$ cat src/rtl/hsfd_pkg.sv
package hsfd_pkg;

    typedef logic [1:0] status_t;
    typedef logic [2:0] pos_t;

    localparam status_t STATUS_OK       = 2'd0;
    localparam status_t STATUS_TEMP_CRC = 2'd1;
    localparam status_t STATUS_HUM_CRC  = 2'd2;

    localparam pos_t POS_T_HI  = 3'd0;
    localparam pos_t POS_T_LO  = 3'd1;
    localparam pos_t POS_T_CRC = 3'd2;
    localparam pos_t POS_H_HI  = 3'd3;
    localparam pos_t POS_H_LO  = 3'd4;
    localparam pos_t POS_H_CRC = 3'd5;

    localparam logic [7:0] CRC_INIT = 8'hFF;
    localparam logic [7:0] CRC_POLY = 8'h31;
    localparam logic [7:0] CRC_MSB  = 8'h80;

    // 175000 = 2 * 65535 + 43930, 100000 = 65535 + 34465
    localparam logic [15:0] TEMP_FRAC_MULT = 16'd43930;
    localparam logic [15:0] HUM_FRAC_MULT  = 16'd34465;
    localparam logic [15:0] FULL_SCALE     = 16'd65535;
    localparam logic [17:0] TEMP_OFFSET_MAG = 18'd45000;
    localparam logic [16:0] HUM_MAX_MPCT   = 17'd100000;

    function automatic logic [7:0] crc8_byte(input logic [7:0] crc, input logic [7:0] data);
        logic [7:0] c;
        c = crc ^ data;
        for (int k = 0; k < 8; k++)
        begin
            if ((c & CRC_MSB) != 8'd0)
                c = {c[6:0], 1'b0} ^ CRC_POLY;
            else
                c = {c[6:0], 1'b0};
        end
        return c;
    endfunction

    // exact floor(y / 65535) for y below 65535 * 65535
    function automatic logic [15:0] div_full_scale(input logic [31:0] y);
        logic [15:0] q0;
        logic [16:0] r;
        q0 = y[31:16];
        r  = {1'b0, y[15:0]} + {1'b0, q0};
        return (r >= {1'b0, FULL_SCALE}) ? q0 + 16'd1 : q0;
    endfunction

endpackage

$ cat src/rtl/humidity_sensor_frame_decoder.sv
// Decodes the six-byte measurement response (temperature word, CRC, humidity word, CRC)
// one byte per transfer and takes a new byte every cycle while rx_stall is low. Each
// word is checked with CRC-8 (poly 0x31, init 0xFF); after the sixth byte one result
// carries the status and the converted temperature (milli-degrees C) and humidity
// (milli-percent), both zero on a CRC error, with the temperature CRC reported first.
// frame_first forces a byte to be taken as the first of a new response. A byte goes
// through an input register and the conversion is done on its way into the result
// register. rx_stall rises only while a finished result waits on result_stall and the
// next response's last byte is already held.
module humidity_sensor_frame_decoder
(
    input  logic                   clk,
    input  logic                   rst_n,
    input  logic                   rx_valid,
    output logic                   rx_stall,
    input  logic [7:0]             rx_byte,
    input  logic                   frame_first,
    output logic                   result_valid,
    input  logic                   result_stall,
    output hsfd_pkg::status_t      status,
    output logic signed [17:0]     temperature_mc,
    output logic [16:0]            humidity_mpct
);
    import hsfd_pkg::*;

    logic        s1_valid_reg;
    logic [7:0]  s1_byte_reg;
    logic        s1_first_reg;

    pos_t        pos_reg;
    logic [7:0]  crc_reg;
    logic [15:0] temp_word_reg;
    logic [7:0]  hum_hi_reg;
    logic [7:0]  hum_lo_reg;
    logic        temp_good_reg;

    logic        result_valid_reg;
    status_t     status_reg;
    logic [17:0] temp_reg;
    logic [16:0] hum_reg;

    pos_t        s1_pos;
    logic        is_last;
    logic        s1_adv;
    logic [7:0]  crc_in;
    logic [7:0]  crc_out;
    pos_t        pos_next;

    logic [15:0] hum_raw;
    logic [31:0] temp_prod;
    logic [31:0] hum_prod;
    logic [15:0] temp_q;
    logic [15:0] hum_q;
    logic [17:0] temp_val;
    logic [16:0] hum_sum;
    logic [16:0] hum_val;
    status_t     status_next;

    // byte position of the held byte
    always_comb
    begin
        if (s1_first_reg)
            s1_pos = POS_T_HI;
        else if (pos_reg > POS_H_CRC)
            s1_pos = POS_T_HI;
        else
            s1_pos = pos_reg;
    end

    assign is_last  = (s1_pos == POS_H_CRC);
    assign s1_adv   = s1_valid_reg && !(is_last && result_valid_reg && result_stall);
    assign rx_stall = s1_valid_reg && !s1_adv;
    assign pos_next = is_last ? POS_T_HI : s1_pos + 3'd1;

    assign crc_in  = (s1_pos == POS_T_HI || s1_pos == POS_H_HI) ? CRC_INIT : crc_reg;
    assign crc_out = crc8_byte(crc_in, s1_byte_reg);

    // conversions
    assign hum_raw   = {hum_hi_reg, hum_lo_reg};
    assign temp_prod = 32'(temp_word_reg) * 32'(TEMP_FRAC_MULT);
    assign hum_prod  = 32'(hum_raw) * 32'(HUM_FRAC_MULT);
    assign temp_q    = div_full_scale(temp_prod);
    assign hum_q     = div_full_scale(hum_prod);
    assign temp_val  = {1'b0, temp_word_reg, 1'b0} + 18'(temp_q) - TEMP_OFFSET_MAG;
    assign hum_sum   = 17'(hum_raw) + 17'(hum_q);
    assign hum_val   = (hum_sum > HUM_MAX_MPCT) ? HUM_MAX_MPCT : hum_sum;

    always_comb
    begin
        if (!temp_good_reg)
            status_next = STATUS_TEMP_CRC;
        else if (crc_reg != s1_byte_reg)
            status_next = STATUS_HUM_CRC;
        else
            status_next = STATUS_OK;
    end

    // input register
    always_ff @(posedge clk or negedge rst_n)
    begin
        if (!rst_n)
            s1_valid_reg <= 1'b0;
        else if (!rx_stall)
            s1_valid_reg <= rx_valid;
    end

    always_ff @(posedge clk)
    begin
        if (rx_valid && !rx_stall)
        begin
            s1_byte_reg  <= rx_byte;
            s1_first_reg <= frame_first;
        end
    end

    // frame state
    always_ff @(posedge clk or negedge rst_n)
    begin
        if (!rst_n)
        begin
            pos_reg       <= POS_T_HI;
            crc_reg       <= CRC_INIT;
            temp_word_reg <= 16'd0;
            hum_hi_reg    <= 8'd0;
            hum_lo_reg    <= 8'd0;
            temp_good_reg <= 1'b0;
        end
        else if (s1_adv)
        begin
            pos_reg <= pos_next;
            case (s1_pos)
                POS_T_HI:
                begin
                    crc_reg       <= crc_out;
                    temp_word_reg <= {s1_byte_reg, 8'd0};
                end
                POS_T_LO:
                begin
                    crc_reg            <= crc_out;
                    temp_word_reg[7:0] <= s1_byte_reg;
                end
                POS_T_CRC:
                begin
                    temp_good_reg <= (crc_reg == s1_byte_reg);
                    crc_reg       <= CRC_INIT;
                end
                POS_H_HI:
                begin
                    crc_reg    <= crc_out;
                    hum_hi_reg <= s1_byte_reg;
                end
                POS_H_LO:
                begin
                    crc_reg    <= crc_out;
                    hum_lo_reg <= s1_byte_reg;
                end
                POS_H_CRC:
                begin
                    crc_reg <= CRC_INIT;
                end
                default:
                begin
                    crc_reg <= crc_reg;
                end
            endcase
        end
    end

    // result register
    always_ff @(posedge clk or negedge rst_n)
    begin
        if (!rst_n)
            result_valid_reg <= 1'b0;
        else if (s1_adv && is_last)
            result_valid_reg <= 1'b1;
        else if (!result_stall)
            result_valid_reg <= 1'b0;
    end

    always_ff @(posedge clk)
    begin
        if (s1_adv && is_last)
        begin
            status_reg <= status_next;
            if (status_next == STATUS_OK)
            begin
                temp_reg <= temp_val;
                hum_reg  <= hum_val;
            end
            else
            begin
                temp_reg <= 18'd0;
                hum_reg  <= 17'd0;
            end
        end
    end

    assign result_valid   = result_valid_reg;
    assign status         = status_reg;
    assign temperature_mc = $signed(temp_reg);
    assign humidity_mpct  = hum_reg;

    // error results carry zero values
    assert property (@(posedge clk) disable iff (!rst_n)
        (result_valid && status != STATUS_OK) |->
        (temperature_mc == 18'sd0 && humidity_mpct == 17'd0))
        else $error("error result with nonzero values");

    // converted values stay in range
    assert property (@(posedge clk) disable iff (!rst_n)
        (result_valid && status == STATUS_OK) |->
        (humidity_mpct <= HUM_MAX_MPCT && temperature_mc >= -18'sd45000))
        else $error("converted value out of range");

    // position never leaves the frame
    assert property (@(posedge clk) disable iff (!rst_n)
        pos_reg <= POS_H_CRC)
        else $error("byte position out of range");

    // a new result only follows a last byte moving on
    assert property (@(posedge clk) disable iff (!rst_n)
        $rose(result_valid) |-> $past(s1_adv && is_last))
        else $error("result without a last byte");

endmodule
$ cat config.mk
export PLATFORM = sky130hd
export DESIGN_NAME = humidity_sensor_frame_decoder
export DESIGN_NICKNAME = d
export VERILOG_FILES = /design/src/rtl/hsfd_pkg.sv /design/src/rtl/humidity_sensor_frame_decoder.sv
export SDC_FILE = /design/constraint.sdc
export NUM_CORES = 1
export LEC_CHECK = 0
export ABC_AREA = 1
export BUFFER_PORTS_ARGS = -buffer_cell sky130_fd_sc_hd__buf_2
export CELL_PAD_IN_SITES_DETAIL_PLACEMENT = 1
export CELL_PAD_IN_SITES_GLOBAL_PLACEMENT = 1
export CORE_AREA = 5 5 184 275
export DETAILED_ROUTE_END_ITERATION = 12
export DIE_AREA = 0 0 189 280
export PLACE_DENSITY_LB_ADDON = 0.1
export REMOVE_ABC_BUFFERS = 1
export SETUP_SLACK_MARGIN = 0.2
export SYNTH_ARGS = -nofsm -noshare
export SYNTH_HDL_FRONTEND = slang
export SYNTH_SLANG_ARGS = --single-unit
$ cat constraint.sdc
create_clock -name clk -period 9.55 [get_ports clk]
set_input_delay 1.4325 -clock clk [delete_from_list [all_inputs] [get_ports clk]]
set_output_delay 1.4325 -clock clk [all_outputs]
set_load 0.005 [all_outputs]
==> impl_metrics.py <==
metrics = {
    "route": {
        "postRouteAntennaNets": 0,
        "dr.pass1.iters": 4,
        "drc_errors": 0,
        "wire_per_inst_um": 19.7,
        "dr.first_iter.drc_count": 456,
        "avgViaCountPerCell": 5.16,
        "vias": 16600,
        "drt-total-wl_mm": 63.3,
    },
    "run_status": {
        "status": "finished, final reports clean",
    },
    "synthesis": {
        "yosysWarnings": 0,
        "yosys.area.top_type_share_pct": 22.8,
        "syn_area_per_cell_um2": 7.28,
        "synth_edf_count": 46,
        "synth-async-reset-ratio_pct": 50.0,
        "synth_cell_types": 49,
        "ys_ff_latch": 92,
        "netlist_area_um2": 17900,
        "yosys-top-cells-area": "ha_1 23%, fa_1 15%, nand2_1 13%",
        "synth_top_area_cell": "ha_1",
        "ys.flop_type": "edfxtp_1",
        "synth_cells": 2463,
        "yosysSeqAreaShare_pct": 14.2,
        "synth_common_cells": "636 x nand2_1, 501 x inv_1, 326 x ha_1",
        "yosysMostFrequentCell": "nand2_1",
    },
    "layout": {
        "syn2layout_area_growth_pct": 13.7,
        "layout-drive-gt1-share_pct": 13.1,
        "multi_input_area_um2": 13900,
        "largest_reg_flops": 18,
        "regArea_um2": 2550,
        "final_util_pct": 42.3,
        "diodes": 0,
        "nFillCells": 6115,
        "nets": 3076,
    },
    "timing": {
        "fin_crit_ps": 8850,
        "worst_slack_ps": 702,
        "slew_headroom_pct": 25.1,
        "fmax_mhz": 113,
        "fin_worst_skew_ps": 17.6,
        "finalHoldViolations": 0,
        "setup_viol": 0,
        "drv_slew": 0,
        "rsz0062_at_grt": "true",
        "period_share_pct": 92.7,
        "tightest_slew_ps": 1120,
    },
    "critical_path": {
        "worstSetupPathType": "flop to flop",
        "slowest_stage": "fa_1",
        "crit_path_end": "humidity_mpct[8]",
        "cp_common_cell": "nand2_1",
        "worstSetupStartpoint": "hum_lo_reg[6]",
        "arrival_ps": 8960,
        "start_kind": "flop",
        "slowest_delay_ps": 550,
        "cp_num_cells": 48,
        "crit_family": "adder cells",
        "cp_max_fo": 19,
        "r2r-start": "hum_lo_reg[6]",
        "path_buf_inv": 11,
        "r2r_cells": 48,
        "endpoint_kind": "flop",
        "cp.required_ps": 9670,
        "reg2reg_setup_slack_ps": 700,
        "r2r-end": "humidity_mpct[8]",
    },
    "die": {
        "die-area_um2": 52900,
        "die_w_um": 189,
        "rows": 99,
        "core-area_um2": 48200,
        "ios": 52,
        "die_y_um": 280,
        "start_util_pct": 37.2,
    },
    "global_routing": {
        "use_met3_pct": 0.834,
        "first_global_vias": 18200,
        "grt_pass1_wl_mm": 97.3,
        "overflow": 0,
        "top_usage_layer": "met2",
        "grt_usage_pct": 23.6,
        "globalRouteMet1Util_pct": 21.5,
        "antenna_found_initial": 0,
        "gr-usage-met2_pct": 50.8,
        "grt_max_degree": 47,
    },
    "clock_tree": {
        "hold_buffers": 0,
        "path_clk_slew_ps": 80,
        "cts_tree": "done",
        "h-tree-depth": 3,
        "numClockSinks": 92,
        "numCtsBuffers": 9,
        "clock-root-buffer": "clkbuf_16",
        "clkLatencyLatePin_ps": 360,
        "cts_buffer_depth": 2,
    },
    "placed_design": {
        "post-place-ws_ps": -118,
        "io_buffer_count": 51,
        "gp_congestion": 0.914,
        "dpl.hpwl_mm": 56.3,
    },
    "flow_run": {
        "drv_cap": 0,
    },
    "min_path": {
        "min_path_type": "flop to flop",
    },
}
[stage by stage]
step	hold WS (ps)	instances	setup TNS [ps]	cell area (um^2)
global route	572	3215	0	20400
finish	518	3215	0	20400
CTS	525	3204	0	19800
floorplan	456	2450	0	17800
global placement	488	3187	0	19500
detailed placement	507	3187	-118	19500
[cell usage in the layout, fill, tap and decap left out, types with 6 or more instances in the layout]
cell type and instances:
inv_2 13, o22ai_1 13, inv_1 499, nand4_1 41, a21oi_1 89, ha_1 298, nor2_1 152, fa_1 131
o21ai_0 67, nand2_4 11, clkbuf_16 9, dfrtp_1 32, nor2_2 19, nand2_2 38, nand3_1 146, o21ai_1 8
nand3b_1 17, dfrtp_2 6, a21o_1 7, a21oi_2 15, buf_4 89, nand3_2 10, a31oi_1 7, ha_2 11
xor2_1 36, edfxtp_1 46, ha_4 17, nor3_1 9, dfstp_2 8, nor2_4 10, buf_2 51, xnor2_1 23
nand2_1 617
[worst min-delay path by stage]
stage	from	slack (ps)	cells after the start	endpoint
2_1_floorplan	crc_reg[7]	460	2	crc_reg[7]
3_3_place_gp	crc_reg[7]	490	2	crc_reg[7]
3_5_place_dp	result_valid	510	2	result_valid
4_1_cts	crc_reg[7]	530	2	crc_reg[7]
5_1_grt	result_valid	570	2	result_valid
6_report	result_valid	520	2	result_valid
[worst min-delay path: stages, from the launching register on]
cell and delay (ps):
dfrtp_1 350, nand2_1 70, nand2_1 70
[cell families (layout without fill, tap and decap cells)]
family / Yosys count / count (layout) / synth area share, %
flip-flops: 92 / 92 / 14.2
buffers and inverters: 528 / 674 / 11.3
XOR/XNOR: 63 / 63 / 3.31
adder cells (fa/ha/maj): 459 / 459 / 37.6
AND/OR/NAND/NOR: 1085 / 1085 / 26.2
AO/OA/AOI/OAI: 236 / 236 / 7.38
[final cells by class]
cell class / instances / area share (%)
clock buffer: 9 / 1.10
clock inverter: 7 / 0.374
inverter: 515 / 9.48
multi-input combinational: 1843 / 68.1
sequential: 92 / 12.5
tap: 606 / 3.72
timing repair buffer: 143 / 4.74
[routing by layer]
layer | vias up | share of wire [%]
met5 | - | 0
met4 | 0 | 6.6
met3 | 143 | 0.97
met2 | 201 | 59
met1 | 8131 | 34
li1 | 8108 | -
[timing repair]
action,CTS,global route
hold endpoints to repair,0,0
setup endpoints to repair,9,27
pin swaps,0,12
setup buffers,1,11
resized for setup,17,109
Power is left out: the tool's default activity adds up to more than one toggle a clock period on the data nets, which glitch-free logic cannot reach.
